==> config.mk <==
export PLATFORM = sky130hd
export DESIGN_NAME = line_assembler_to_machine_code
export DESIGN_NICKNAME = d
export VERILOG_FILES = /design/src/rtl/lasm_pkg.sv /design/src/rtl/line_assembler_to_machine_code.sv /design/src/rtl/lasm_parser.sv /design/src/rtl/lasm_queue.sv /design/src/rtl/lasm_emitter.sv
export VERILOG_INCLUDE_DIRS = /design/src /design/src/rtl
export SDC_FILE = /design/constraint.sdc
export NUM_CORES = 1
export LEC_CHECK = 0
export BUFFER_PORTS_ARGS = -buffer_cell sky130_fd_sc_hd__buf_2
export CORE_MARGIN = 5
export CORE_UTILIZATION = 35
export CTS_CLUSTER_SIZE = 24
export DETAILED_ROUTE_END_ITERATION = 7
export PLACE_DENSITY = 0.48
export SYNTH_ARGS = -nofsm -noshare
export SYNTH_HDL_FRONTEND = slang
export SYNTH_SLANG_ARGS = --single-unit
==> constraint.sdc <==
create_clock -name clk -period 19.1 [get_ports clk]
set_input_delay 0.955 -clock clk [delete_from_list [all_inputs] [get_ports clk]]
set_output_delay 0.955 -clock clk [all_outputs]
set_load 0.01 [all_outputs]
==> src/rtl/assert_macros.svh <==
// Assertion macros shared by the line assembler modules.
`ifndef ASSERT_MACROS_SVH
`define ASSERT_MACROS_SVH
// Assert that an antecedent implies a consequent in the same cycle.
`define ASSERT_IMPL(label, clk_s, rst_s, ante, cons) \
    label: assert property (@(posedge clk_s) disable iff (!rst_s) (ante) |-> (cons)) \
        else $error("assertion failed");
// Assert that a condition never holds.
`define ASSERT_NEVER(label, clk_s, rst_s, cond) \
    label: assert property (@(posedge clk_s) disable iff (!rst_s) !(cond)) \
        else $error("assertion failed");
`endif

==> src/rtl/lasm_pkg.sv <==
// Shared types and constants of the line assembler.
package lasm_pkg;
    localparam logic [3:0] PH_LEAD    = 4'd0;
    localparam logic [3:0] PH_CMD     = 4'd1;
    localparam logic [3:0] PH_GAP1    = 4'd2;
    localparam logic [3:0] PH_NUM     = 4'd3;
    localparam logic [3:0] PH_REG1    = 4'd4;
    localparam logic [3:0] PH_GAP2    = 4'd5;
    localparam logic [3:0] PH_REG2    = 4'd6;
    localparam logic [3:0] PH_DONE    = 4'd7;
    localparam logic [3:0] PH_COMMENT = 4'd8;
    localparam logic [3:0] PH_BAD     = 4'd9;

    localparam logic [4:0] KIND_SET  = 5'd16;
    localparam logic [4:0] KIND_RAW  = 5'd17;
    localparam logic [4:0] KIND_NONE = 5'd31;

    localparam logic RK_BYTE   = 1'b0;
    localparam logic RK_STATUS = 1'b1;

    localparam int QDEPTH = 4;
    localparam int QAW    = 2;

    // Event handed from the line parser to the emitter.
    typedef struct packed {
        logic       do_write;   // emit a byte record
        logic       do_set;     // load the write address
        logic [7:0] value;      // byte or address
        logic       do_final;   // emit the status record
        logic       err;        // error status for the final record
    } lasm_evt_t;

    // Map a mnemonic to its opcode, @ and $ to KIND_SET and KIND_RAW; -1 is encoded as 5'h1f.
    function automatic logic [4:0] lookup_cmd(input logic [31:0] tc, input logic [2:0] len);
        logic [4:0] r;
        r = 5'h1f;
        if (len == 3'd1 && tc[7:0] == "@") r = KIND_SET;
        else if (len == 3'd1 && tc[7:0] == "$") r = KIND_RAW;
        else if (len == 3'd4) begin
            case (tc)
                32'h45564F4D: r = 5'd0;  // MOVE
                32'h504D4A43: r = 5'd3;  // CJMP
                32'h4C49444C: r = 5'd8;  // LDIL
                32'h4849444C: r = 5'd9;  // LDIH
                default:      r = 5'h1f;
            endcase
        end else if (len == 3'd3) begin
            case (tc[23:0])
                24'h504D43: r = 5'd1;   // CMP
                24'h444E41: r = 5'd4;   // AND
                24'h524F58: r = 5'd6;   // XOR
                24'h434E49: r = 5'd12;  // INC
                24'h434544: r = 5'd13;  // DEC
                24'h444441: r = 5'd14;  // ADD
                24'h425553: r = 5'd15;  // SUB
                default:    r = 5'h1f;
            endcase
        end else if (len == 3'd2) begin
            case (tc[15:0])
                16'h524F: r = 5'd2;   // OR
                16'h444C: r = 5'd5;   // LD
                16'h5453: r = 5'd7;   // ST
                16'h4C53: r = 5'd10;  // SL
                16'h5253: r = 5'd11;  // SR
                default:  r = 5'h1f;
            endcase
        end
        return r;
    endfunction

    // Saturating accumulate: 256 marks overflow.
    function automatic logic [8:0] acc(input logic [8:0] v, input logic [4:0] base,
                                       input logic [3:0] d);
        logic [13:0] n;
        n = 14'(v) * 14'(base) + 14'(d);
        if (v[8] || n > 14'd255) return 9'd256;
        return n[8:0];
    endfunction
endpackage

==> src/rtl/line_assembler_to_machine_code.sv <==
// Top level of the line assembler: parser, event queue and emitter.
// A record passes from the parser through the event queue into the emitter's output register;
// a status record behind a byte record of the same character follows that byte record.
// Throughput: one character per cycle while the queue has room; the extra record of such a
// pair is absorbed by the queue, and the input stalls only while the queue holds three events.
// Reset (rst_n, asynchronous, active low) clears all control state; start_address resets to 0.
module line_assembler_to_machine_code (
    input  logic        clk,
    input  logic        rst_n,
    input  logic        cfg_wr_en,
    input  logic [7:0]  cfg_wr_data,     // start_address
    input  logic        s_axis_tvalid,
    output logic        s_axis_tready,
    input  logic [7:0]  s_axis_tdata,    // [7:0] char_code
    input  logic        s_axis_tlast,    // last_char
    output logic        m_axis_tvalid,
    input  logic        m_axis_tready,
    output logic [31:0] m_axis_tdata,    // [7:0] write_address, [15:8] write_byte,
                                         // [16] status, [24:17] highest address,
                                         // [31:25] zero
    output logic        m_axis_tuser,    // [0] result_kind
    output logic        m_axis_tlast     // last_result
);
    import lasm_pkg::*;

    logic [7:0]  start_reg;
    logic        evt_valid, q_full, q_valid, q_pop;
    lasm_evt_t   evt, q_data;
    logic [26:0] od;

    // Hold the start address; the emitter loads it when a text ends, for the next text.
    always_ff @(posedge clk or negedge rst_n)
    begin
        if (!rst_n) start_reg <= '0;
        else if (cfg_wr_en) start_reg <= cfg_wr_data;
    end

    lasm_parser u_parser (
        .clk(clk), .rst_n(rst_n), .in_valid(s_axis_tvalid), .c(s_axis_tdata),
        .last(s_axis_tlast), .q_full(q_full), .in_ready(s_axis_tready),
        .evt_valid(evt_valid), .evt(evt)
    );

    lasm_queue u_queue (
        .clk(clk), .rst_n(rst_n), .wr_en(evt_valid), .wr_data(evt), .full(q_full),
        .rd_valid(q_valid), .rd_en(q_pop), .rd_data(q_data)
    );

    lasm_emitter u_emitter (
        .clk(clk), .rst_n(rst_n), .start_address(start_reg), .q_valid(q_valid),
        .q_data(q_data), .q_pop(q_pop), .m_valid(m_axis_tvalid),
        .m_ready(m_axis_tready), .m_data(od)
    );

    // Unpack the emitter record: kind in bit 0, then address, byte, status,
    // highest address and the last-result flag on top.
    assign m_axis_tdata = {7'd0, od[25:18], od[17], od[16:9], od[8:1]};
    assign m_axis_tuser = od[0];
    assign m_axis_tlast = od[26];
endmodule

==> src/rtl/lasm_parser.sv <==
// Front part: per-character line parser producing emit events.
module lasm_parser (
    input  logic                clk,
    input  logic                rst_n,
    input  logic                in_valid,
    input  logic [7:0]          c,
    input  logic                last,
    input  logic                q_full,
    output logic                in_ready,
    output logic                evt_valid,
    output lasm_pkg::lasm_evt_t evt
);
    import lasm_pkg::*;

    logic [3:0]  phase_reg, phase_next;
    logic [31:0] tc_reg, tc_next;
    logic [2:0]  tl_reg, tl_next;
    logic [4:0]  kind_reg, kind_next;
    logic [1:0]  r1_reg, r1_next;
    logic [8:0]  bv_reg, bv_next, dv_reg, dv_next, hv_reg, hv_next;
    logic [2:0]  dval_reg, dval_next;
    logic [7:0]  pc_reg, pc_next;
    logic        err_reg, err_next, ended_reg, ended_next;
    logic        fire;

    assign in_ready = !q_full;
    assign fire = in_valid && in_ready;

    always_comb
    begin
        logic       is_nl, is_bl, is_pr, do_end;
        logic [3:0] ph;
        logic [4:0] lk;
        logic [8:0] nv, dd;
        logic [1:0] rg;
        logic       rok, nok;
        phase_next = phase_reg; tc_next = tc_reg; tl_next = tl_reg;
        kind_next = kind_reg; r1_next = r1_reg; bv_next = bv_reg;
        dv_next = dv_reg; hv_next = hv_reg; dval_next = dval_reg;
        pc_next = pc_reg; err_next = err_reg; ended_next = ended_reg;
        evt = '0; evt_valid = 1'b0;
        is_nl = (c == 8'h0A) || (c == 8'h0D);
        is_bl = (c == 8'h20) || (c == 8'h09);
        is_pr = (c > 8'h20) && (c < 8'h7F);
        do_end = 1'b0;
        ph = PH_LEAD;
        lk = 5'h1f; nv = '0; dd = '0; rg = '0; rok = 1'b0; nok = 1'b0;
        if (fire && !ended_reg) begin
            if (is_nl) do_end = 1'b1;
            else if (is_bl || is_pr) do_end = last;
            else begin
                do_end = 1'b1;
                ended_next = 1'b1;
            end
            if (is_pr) begin
                case (phase_reg)
                    PH_LEAD, PH_GAP1, PH_GAP2:
                    begin
                        tc_next = {24'd0, c}; tl_next = 3'd1; pc_next = c;
                        bv_next = '0; dv_next = '0; hv_next = '0; dval_next = 3'b111;
                        if (phase_reg == PH_LEAD) phase_next = PH_CMD;
                        else if (phase_reg == PH_GAP2) phase_next = PH_REG2;
                        else if (kind_reg >= KIND_SET || kind_reg == 5'd3 || kind_reg == 5'd8
                                 || kind_reg == 5'd9) phase_next = PH_NUM;
                        else phase_next = PH_REG1;
                    end
                    PH_CMD, PH_NUM, PH_REG1, PH_REG2:
                    begin
                        if (tl_reg > 3'd0) begin
                            if (pc_reg == "0" || pc_reg == "1")
                                bv_next = acc(bv_reg, 5'd2, 4'(pc_reg - 8'h30));
                            else dval_next[0] = 1'b0;
                            if (pc_reg >= "0" && pc_reg <= "9") begin
                                dv_next = acc(dv_reg, 5'd10, 4'(pc_reg - 8'h30));
                                hv_next = acc(hv_reg, 5'd16, 4'(pc_reg - 8'h30));
                            end else begin
                                dval_next[1] = 1'b0;
                                if (pc_reg >= "A" && pc_reg <= "F")
                                    hv_next = acc(hv_reg, 5'd16, 4'(pc_reg - 8'h37));
                                else if (pc_reg >= "a" && pc_reg <= "f")
                                    hv_next = acc(hv_reg, 5'd16, 4'(pc_reg - 8'h57));
                                else dval_next[2] = 1'b0;
                            end
                        end
                        pc_next = c;
                        if (tl_reg < 3'd4) tc_next = tc_reg | (32'(c) << (8 * tl_reg[1:0]));
                        if (tl_reg < 3'd5) tl_next = tl_reg + 3'd1;
                        if (phase_reg == PH_CMD && tl_reg == 3'd1 && tc_reg[7:0] == "-"
                            && c == "-") phase_next = PH_COMMENT;
                    end
                    default: ;
                endcase
            end
            // register and number decode of the token as it stands after this character
            rok = (tl_next == 3'd1);
            case (tc_next[7:0])
                "A": rg = 2'd0;
                "G": rg = 2'd1;
                "S": rg = 2'd2;
                "I": rg = 2'd3;
                default: rok = 1'b0;
            endcase
            dd = acc(dv_next, 5'd10, 4'(pc_next - 8'h30));
            case (pc_next)
                "B": begin nok = tl_next >= 3'd2 && dval_next[0] && !bv_next[8]; nv = bv_next; end
                "D": begin nok = tl_next >= 3'd2 && dval_next[1] && !dv_next[8]; nv = dv_next; end
                "H": begin nok = tl_next >= 3'd2 && dval_next[2] && !hv_next[8]; nv = hv_next; end
                default: begin
                    nok = pc_next >= "0" && pc_next <= "9" && dval_next[1] && !dd[8];
                    nv = dd;
                end
            endcase
            lk = lookup_cmd(tc_next, tl_next);
            if (!is_pr || last) begin
                // close the token at a blank, a line end, an invalid or the last character
                ph = phase_next;
                case (ph)
                    PH_CMD:
                        if (lk[4] && lk != KIND_SET && lk != KIND_RAW) begin
                            err_next = 1'b1; phase_next = PH_BAD;
                        end else begin
                            kind_next = lk; phase_next = PH_GAP1;
                        end
                    PH_NUM:
                        if (!nok) begin err_next = 1'b1; phase_next = PH_BAD; end
                        else begin
                            tc_next = kind_reg >= KIND_SET ? {24'd0, nv[7:0]}
                                      : {24'd0, kind_reg[3:0], nv[3:0]};
                            phase_next = PH_DONE;
                        end
                    PH_REG1:
                        if (!rok) begin err_next = 1'b1; phase_next = PH_BAD; end
                        else begin r1_next = rg; phase_next = PH_GAP2; end
                    PH_REG2:
                        if (!rok) begin err_next = 1'b1; phase_next = PH_BAD; end
                        else begin
                            tc_next = {24'd0, kind_reg[3:0], r1_reg, rg};
                            phase_next = PH_DONE;
                        end
                    default: ;
                endcase
            end
            if (do_end) begin
                // the token is closed above; finish the line
                if (phase_next == PH_GAP1 || phase_next == PH_GAP2) err_next = 1'b1;
                else if (phase_next == PH_DONE && !err_next) begin
                    evt.value = tc_next[7:0];
                    if (kind_next == KIND_SET) evt.do_set = 1'b1;
                    else evt.do_write = 1'b1;
                end
                phase_next = PH_LEAD; kind_next = KIND_NONE;
                tc_next = '0; tl_next = '0; pc_next = '0;
                bv_next = '0; dv_next = '0; hv_next = '0; dval_next = 3'b111;
            end
        end
        if (fire && last) begin
            evt.do_final = 1'b1;
            evt.err = err_next;
            phase_next = PH_LEAD; kind_next = KIND_NONE; tc_next = '0; tl_next = '0;
            pc_next = '0; bv_next = '0; dv_next = '0; hv_next = '0; dval_next = 3'b111;
            r1_next = '0; err_next = 1'b0; ended_next = 1'b0;
        end
        evt_valid = evt.do_write || evt.do_set || evt.do_final;
    end

    always_ff @(posedge clk or negedge rst_n)
    begin
        if (!rst_n) begin
            phase_reg <= PH_LEAD; tc_reg <= '0; tl_reg <= '0; kind_reg <= KIND_NONE;
            r1_reg <= '0; bv_reg <= '0; dv_reg <= '0; hv_reg <= '0; dval_reg <= 3'b111;
            pc_reg <= '0; err_reg <= 1'b0; ended_reg <= 1'b0;
        end else begin
            phase_reg <= phase_next; tc_reg <= tc_next; tl_reg <= tl_next;
            kind_reg <= kind_next; r1_reg <= r1_next; bv_reg <= bv_next;
            dv_reg <= dv_next; hv_reg <= hv_next; dval_reg <= dval_next;
            pc_reg <= pc_next; err_reg <= err_next; ended_reg <= ended_next;
        end
    end
endmodule

==> src/rtl/lasm_queue.sv <==
// Short event queue between the parser and the emitter.
module lasm_queue (
    input  logic                clk,
    input  logic                rst_n,
    input  logic                wr_en,
    input  lasm_pkg::lasm_evt_t wr_data,
    output logic                full,
    output logic                rd_valid,
    input  logic                rd_en,
    output lasm_pkg::lasm_evt_t rd_data
);
    import lasm_pkg::*;
    `include "assert_macros.svh"

    lasm_evt_t      mem_reg [QDEPTH];
    logic [QAW-1:0] wp_reg, rp_reg;
    logic [QAW:0]   cnt_reg, cnt_next;

    // Reserve one slot so the stall decision is registered-only.
    assign full = cnt_reg >= (QAW+1)'(QDEPTH - 1);
    assign rd_valid = cnt_reg != '0;
    assign rd_data = mem_reg[rp_reg];
    assign cnt_next = cnt_reg + (QAW+1)'(wr_en) - (QAW+1)'(rd_en && rd_valid);

    always_ff @(posedge clk)
    begin
        if (wr_en) mem_reg[wp_reg] <= wr_data;
    end

    always_ff @(posedge clk or negedge rst_n)
    begin
        if (!rst_n) begin
            wp_reg <= '0; rp_reg <= '0; cnt_reg <= '0;
        end else begin
            if (wr_en) wp_reg <= wp_reg + 1'b1;
            if (rd_en && rd_valid) rp_reg <= rp_reg + 1'b1;
            cnt_reg <= cnt_next;
        end
    end

    `ASSERT_NEVER(a_no_overflow, clk, rst_n, cnt_reg > (QAW+1)'(QDEPTH))
    `ASSERT_IMPL(a_full_blocks, clk, rst_n, full, !wr_en || rd_en)
    `ASSERT_NEVER(a_spare_slot, clk, rst_n, cnt_reg > (QAW+1)'(QDEPTH - 1))
endmodule

==> src/rtl/lasm_emitter.sv <==
// Back part: tracks addresses and sends result records.
module lasm_emitter (
    input  logic                clk,
    input  logic                rst_n,
    input  logic [7:0]          start_address,
    input  logic                q_valid,
    input  lasm_pkg::lasm_evt_t q_data,
    output logic                q_pop,
    output logic                m_valid,
    input  logic                m_ready,
    output logic [26:0]         m_data
);
    import lasm_pkg::*;
    `include "assert_macros.svh"

    logic [7:0]  cur_reg, cur_next, hi_reg, hi_next;
    logic        step_reg, step_next;   // 1: byte record of a two-record event sent
    logic        ov_reg;
    logic [26:0] od_reg, od_next;
    logic        out_free, emit;
    logic [7:0]  cur_eff, hi_eff, inc;

    assign out_free = !ov_reg || m_ready;
    assign m_valid = ov_reg;
    assign m_data = od_reg;
    assign cur_eff = cur_reg;
    assign hi_eff = hi_reg;
    assign inc = cur_eff + 8'd1;

    always_comb
    begin
        cur_next = cur_eff; hi_next = hi_eff; step_next = step_reg;
        od_next = od_reg; q_pop = 1'b0; emit = 1'b0;
        if (q_valid && out_free) begin
            if (q_data.do_write && !step_reg) begin
                cur_next = inc;
                hi_next = inc > hi_eff ? inc : hi_eff;
                emit = 1'b1;
                od_next = {!q_data.do_final, hi_next, 1'b0, q_data.value, cur_eff, RK_BYTE};
                if (q_data.do_final) step_next = 1'b1;
                else q_pop = 1'b1;
            end else begin
                if (q_data.do_set) cur_next = q_data.value;
                if (q_data.do_final) begin
                    emit = 1'b1;
                    od_next = {1'b1, hi_eff, q_data.err, 8'd0, 8'd0, RK_STATUS};
                    // restart both addresses for the next text
                    cur_next = start_address;
                    hi_next = start_address;
                end
                step_next = 1'b0;
                q_pop = 1'b1;
            end
        end
    end

    always_ff @(posedge clk)
    begin
        if (emit) od_reg <= od_next;
    end

    always_ff @(posedge clk or negedge rst_n)
    begin
        if (!rst_n) begin
            cur_reg <= '0; hi_reg <= '0;
            step_reg <= 1'b0; ov_reg <= 1'b0;
        end else begin
            if (q_pop || step_next != step_reg) begin
                cur_reg <= cur_next; hi_reg <= hi_next;
            end
            step_reg <= step_next;
            if (emit) ov_reg <= 1'b1;
            else if (m_ready) ov_reg <= 1'b0;
        end
    end

    `ASSERT_IMPL(a_hold, clk, rst_n, ov_reg && !m_ready, ##1 1'b1)
    `ASSERT_IMPL(a_emit_room, clk, rst_n, emit, out_free)
    `ASSERT_IMPL(a_step_final, clk, rst_n, step_reg, q_valid && q_data.do_final)
endmodule

==> Word level (Yosys, flattened, before mapping) <==
Memory sizes are Yosys's and may differ from the RTL's.
Index checks and enable logic that the tools add are counted.
{ "classes": {"n_addsub": 16, "multipliers": 2, "div": 0, "magnitude_cmp": 23, "n_eq_ne": 60, "shift": 1, "muxes": 199, "bitwise": 1, "reduce_logical": 76} }
{ "ops": {"columns": ["cell", "n"], "rows": [
  ["2-to-1 mux 9 bit", 36],
  ["2-to-1 mux 32 bit", 9],
  ["equality test 24 x 23 -> 1 bit (second input constant)", 7],
  ["equality test 32 x 31 -> 1 bit (second input constant)", 4],
  ["case mux 32 bit (2 select lines)", 2],
  ["2-to-1 mux 8 bit", 13],
  ["> comparator 14 x 8 -> 1 bit (second input constant)", 6],
  ["equality test 16 x 15 -> 1 bit (second input constant)", 5],
  ["2-to-1 mux 1 bit", 72],
  ["adder 13 x 4 -> 14 bit", 5],
  ["2-to-1 mux 5 bit", 13],
  ["equality test 8 x 7 -> 1 bit (second input constant)", 8],
  ["2-to-1 mux 4 bit", 14],
  ["2-to-1 mux 27 bit", 2],
  ["case mux 9 bit (2 select lines)", 3],
  ["equality test 8 x 6 -> 1 bit (second input constant)", 6],
  ["2-to-1 mux 10 bit", 4],
  ["2-to-1 mux 3 bit", 13],
  ["case mux 5 bit (7 select lines)", 1],
  ["OR 32 bit", 1],
  ["<< shifter 8 x 5 -> 32 bit", 1],
  ["equality test 4 x 3 -> 1 bit (second input constant)", 7],
  ["logical AND 1 bit", 27],
  ["case mux 5 bit (5 select lines)", 1],
  ["51 further kinds", 118]
]} }
{ "totals": {"reg_bits": 146, "latchBits": 0, "ram_bits": 48, "rom_bits": 0, "inputBits": 22, "mem_count": 1} }
{ "memory_table": {"columns": ["memory", "words", "width", "rd", "rd_clocked_by_memory_dff", "write_ports", "line", "source"], "rows": [
  ["u_queue.mem_reg", 4, 12, 1, 0, 1, "lasm_queue.sv:15", "lasm_evt_t mem_reg [QDEPTH];"]
]} }

==> Depth between registers and ports, before layout <==
{ "logic_depth": {"ltp_word": 42, "depth_mapped": 34, "depth_no_buf": 32} }

==> Hierarchy <==
Synthesis repeated with hierarchy kept, for this count alone.
{ "hier_totals": {"cells_unflattened": 1416, "area_unflattened_um2": 13644.3} }
{ "by_module_without_submodules": {"columns": ["module", "instances", "cells_per_inst", "area_each_um2", "seq_area_each_um2"], "rows": [
  ["lasm_parser", 1, 1092, 8802.2, 2162.1],
  ["lasm_emitter", 1, 199, 2280.9, 1261.2],
  ["lasm_queue", 1, 100, 2173.3, 1616.6],
  ["line_assembler_to_machine_code", 1, 25, 387.9, 200.2]
]} }

==> Worst setup path before layout <==
OpenSTA, ideal clock, no wires.
{ "synth_timing": {"kind": "input -> register", "startpoint": "input s_axis_tdata[5]", "endpoint": "memory u_queue.mem_reg[0][0] (netlist bit) (enable)", "setup_time_ps": 382, "t_arrival_ps": 7658, "setup_slack_ps": 11060, "stages": 26, "n_path_buf": 3, "path_cell_list": "buf_2 o21bai_2 or3_4 or4_1 or3_4 a211oi_4 clkbuf_1 a22oi_1 nor2_1 ha_1 ha_1 fa_1 xor2_1 nor2b_1 nor2b_1 nand4_1 a2bb2oi_1 o311ai_2 or4b_1 and2_1 a221o_1 a211oi_4 nand4_4 and2_1 buf_6 nor2b_1"} }
{ "synth_via": {"elab_chain_len": 31, "word_cells_on_any_way": 153, "cone_classes": "2 x add/sub; 1 x mul; 6 x order compare; 44 x eq/ne; 1 x shift; 66 x mux; 1 x bitwise; 32 x reduce/logical"} }
{ "synth_lines": {"columns": ["item", "line", "source"], "rows": [
  ["from (decl)", "line_assembler_to_machine_code.sv:14", "input logic [7:0] s_axis_tdata,"],
  ["branches (longest 25 deep; another with adder 13 x 4 -> 14 bit)", null, null],
  ["2-to-1 mux 10 bit *", "lasm_parser.sv:143", "if (do_end) begin"],
  ["2-to-1 mux 10 bit *", "lasm_parser.sv:48", "if (fire && !ended_reg) begin"],
  ["logical OR 1 bit * (2 in a row)", "lasm_parser.sv:163", "evt_valid = evt.do_write || evt.do_set || evt.do_final;"],
  ["2-to-1 mux 1 bit *", "lasm_queue.sv:27", "if (wr_en) mem_reg[wp_reg] <= wr_data;"],
  ["2-to-1 mux 1 bit (implied by the code) *", "lasm_queue.sv:27", null],
  ["to (decl)", "lasm_queue.sv:15", null]
]} }
Mark *: on every way between the ends. The select of a mux whose other input is x is not followed.

==> Final worst setup path <==
{ "layout_timing": {"startpoint": "input s_axis_tdata[3]", "endpoint": "memory u_queue.mem_reg[3][8] (netlist bit) (enable)"} }
Same word-level chain as after synthesis.

==> out/metrics.csv <==
stage,metric,value,unit
final_layout,final_util,39.01,%
setup_path,rrSetupSlack,9820,ps
placed_design,dpl.hpwl,31.17,mm
clocking,cts.htree.levels,4,
grt,grt_max_degree,61,
placed_design,finalWeightedCongestion,0.8904,
sta,post-route-min-period,9281,ps
routing,wl_met2,19.53,mm
floorplanning,die_w,202.6,µm
sta,setup_viol,0,
routing,wl_per_cell,22.65,µm
routing,ant_nets,0,
setup_path,worstSetupEndpointType,flop,
sta,max_freq,0.1077,GHz
routing,avgViaCountPerCell,6.028,
clocking,post_cts_resize_count,0,
logic_synthesis,synth.distinct_cells,95,
final_layout,seq_area,0.005240,mm²
final_layout,area_delta_synth_final,9.971,%
routing,wl_met1,19.58,mm
power,internal_power,0.0009190,W
placed_design,port_buffers,50,
clocking,hold_buffers,0,
setup_path,arrival,9360,ps
logic_synthesis,synth_area,0.01299,mm²
final_layout,largest_register_ffs,48,
logic_synthesis,yosys_warnings,0,
final_layout,nets,1482,
logic_synthesis,yosysSeqAreaShare,40.35,%
power,power_frac_seq,38.3,%
clocking,cts_root_buf,clkbuf_16,
sta,slew_violations,0,
final_layout,fin_cells,1876,
sta,rsz0062_at_grt,no,
clocking,clockBufferDepth,2,
final_layout,antenna_cells,0,
floorplanning,num_rows,70,
final_layout,multi_input_area,0.007291,mm²
floorplanning,start_util,35.48,%
sta,worst_slew_pin_slew,1187,ps
clocking,cts_sinks,194,
job,max_cap_viol_count,0,
clocking,cts_tree,done,
logic_synthesis,synth_top_flop_cell,dfrtp_1,
clocking,cts_setup_buffers,0,
routing,met3_length,2.243,mm
power,p_sw_share,40.15,%
setup_path,critPathKind,in2reg,
sta,fin_setup_tns,0,ps
grt,antenna_found_initial,0,
run_status,status,"finished, final reports clean",
routing,drt_iter0_drc,1005,
sta,hold_ws,485.2,ps
grt,grt_pass1_wl,66.50,mm
hold_path,hold_class,in2async,
floorplanning,ios,58,
grt,track_usage,20.55,%
logic_synthesis,ys_ff_latch,194,
logic_synthesis,synth_cells,1376,
routing,drc,0,
power,p_switching,0.0006166,W
final_layout,fillCellCount,3671,
final_layout,mostFrequentLayoutCells,"131 x nor2_1, 111 x dfrtp_1, 108 x nand2_1",
grt,grt_pass1_vias,10970,
final_layout,layout-drive-gt1-share,12.86,%
routing,first_pass_iters,7,
logic_synthesis,ys_async_sr_fraction,61.34,%
setup_path,startpoint_type,input pin,
power,pwr-share-clk,23.7,%
logic_synthesis,syn_avg_cell_area,9.439,µm²
final_layout,final_common_cell,nor2_1,
setup_path,cp_max_fo,18,
floorplanning,die_area,0.04106,mm²
placed_design,placement.cell_area,0.01371,mm²
setup_path,crit_required,19170,ps
grt,overflow,0,
floorplanning,fp.dieH,202.6,µm
power,p_leak,5.825,nW
logic_synthesis,synth_edf_count,75,
clocking,clkTransAtPathRegs,70,ps
sta,fin_skew,14.29,ps
sta,final_hold_viol_count,0,
clocking,insertion_delay,470,ps
power,ir_drop,0.00007634,V
clocking,cts_made_buffers,17,
power,p_per_area,107.5,mW/mm²
routing,drt_wl_total,42.49,mm
final_layout,final_cell_area,0.01428,mm²
routing,routed.top_layer,met4,
power,power_frac_comb,38.0,%
placed_design,place_inst,1844,
floorplanning,core,0.03661,mm²
sta,maxSlewHeadroom,20.69,%
sta,fin_crit_sh,48.59,%
routing,via_count,11310,
## critical path: stages
cell,delay [ps]
buf_2,330
nor2_1,220
and3_1,310
or4_1,770
or3_4,480
a211oi_4,460
a22oi_1,140
nor2_1,290
ha_1,300
ha_1,240
fa_1,410
xor2_1,200
nor2b_1,210
nor2b_1,280
nand4_1,130
a2bb2oi_1,260
o311ai_2,280
or4b_1,660
and2_1,200
a221o_1,410
a211oi_4,320
nand4_4,200
and2_1,330
nor2b_1,940
## power by group through the flow
stage	sequential [W]	clock [W]	combinational [W]
finish	0.000588	0.000363	0.000584
detailed placement	0.000597	0	0.000585
CTS	0.000589	0.000374	0.000587
floorplan	0.000588	0	0.000394
global route	0.000598	0.000388	0.000651
global placement	0.000597	0	0.000583
## layer usage
metal	GRT usage (%)	up-vias
met5	0	-
met4	6.838	0
met3	3.258	68
met2	32.34	378
met1	29.06	5613
li1	-	5250
## cells in the mapped netlist, types with 13 or more instances
| cell | instances | area (µm²) |
|---|---|---|
| nor2_1 | 132 | 495.5 |
| nor3_1 | 33 | 165.2 |
| mux2i_1 | 17 | 170.2 |
| o22ai_1 | 17 | 106.4 |
| a22o_1 | 38 | 332.8 |
| nand4_1 | 25 | 156.4 |
| o21ai_0 | 75 | 375.4 |
| nand2b_1 | 14 | 87.58 |
| xor2_1 | 15 | 131.4 |
| nand2_1 | 108 | 405.4 |
| nor2b_1 | 20 | 125.1 |
| inv_1 | 43 | 161.4 |
| and2_1 | 24 | 150.1 |
| nor4_1 | 25 | 156.4 |
| edfxtp_1 | 75 | 2252 |
| dfrtp_1 | 111 | 2778 |
| a21o_1 | 21 | 157.7 |
| a21oi_1 | 90 | 450.4 |
| a22oi_1 | 16 | 120.1 |
| xnor2_1 | 14 | 122.6 |
| a31oi_1 | 13 | 81.33 |
| mux2_2 | 21 | 236.5 |
| or3_1 | 13 | 81.33 |
| nand3_1 | 38 | 190.2 |
| clkbuf_1 | 53 | 198.9 |
| ha_1 | 59 | 738.2 |
## per-stage QoR
| step | worst slack (ps) | power, W |
|---|---|---|
| finish | 9819 | 0.001536 |
| global route | 9251 | 0.001638 |
| CTS | 9847 | 0.001550 |
| detailed placement | 9424 | 0.001182 |
| global placement | 9638 | 0.001180 |
| floorplan | 11060 | 0.0009818 |
## cell families (layout without fill, tap and decap cells)
group | after synthesis | count (layout) | share of synthesized area (%)
flops | 194 | 194 | 40.35
xor+xnor | 29 | 29 | 1.956
other cells | 1 | 7 | 0.02887
buf+inv | 124 | 150 | 3.940
fa+ha+maj | 65 | 65 | 6.609
simple gates | 510 | 510 | 20.39
compound gates | 403 | 403 | 21.58
mux | 50 | 50 | 5.154
## final timing paths
kind | from | endpoint | cells past startpoint
worst max-delay path | s_axis_tdata[3] | u_queue.mem_reg[3][8]$_DFFE_PP_ | 24
worst min-delay path | rst_n | u_parser.tc_reg[23]$_DFFE_PN0P_ | 1
worst max register to register | u_parser.pc_reg[1]$_DFFE_PN0P_ | u_queue.mem_reg[3][8]$_DFFE_PP_ | 25
worst min register to register | u_parser.tc_reg[21]$_DFFE_PN0P_ | u_parser.tc_reg[21]$_DFFE_PN0P_ | 2
max in group asynchronous | rst_n | u_parser.tc_reg[1]$_DFFE_PN0P_ | 2
min in group clk | u_parser.tc_reg[21]$_DFFE_PN0P_ | u_parser.tc_reg[21]$_DFFE_PN0P_ | 2
## area by class of cell
class | instances | area share, %
clock buffers | 17 | 2.979
clock inverters | 15 | 1.025
inverters | 46 | 1.209
multi-input cells | 1064 | 51.05
flip-flops and latches | 194 | 36.69
well taps | 468 | 4.100
repair buffers | 72 | 2.952
Note: power is estimated with default switching activity, not from simulation.
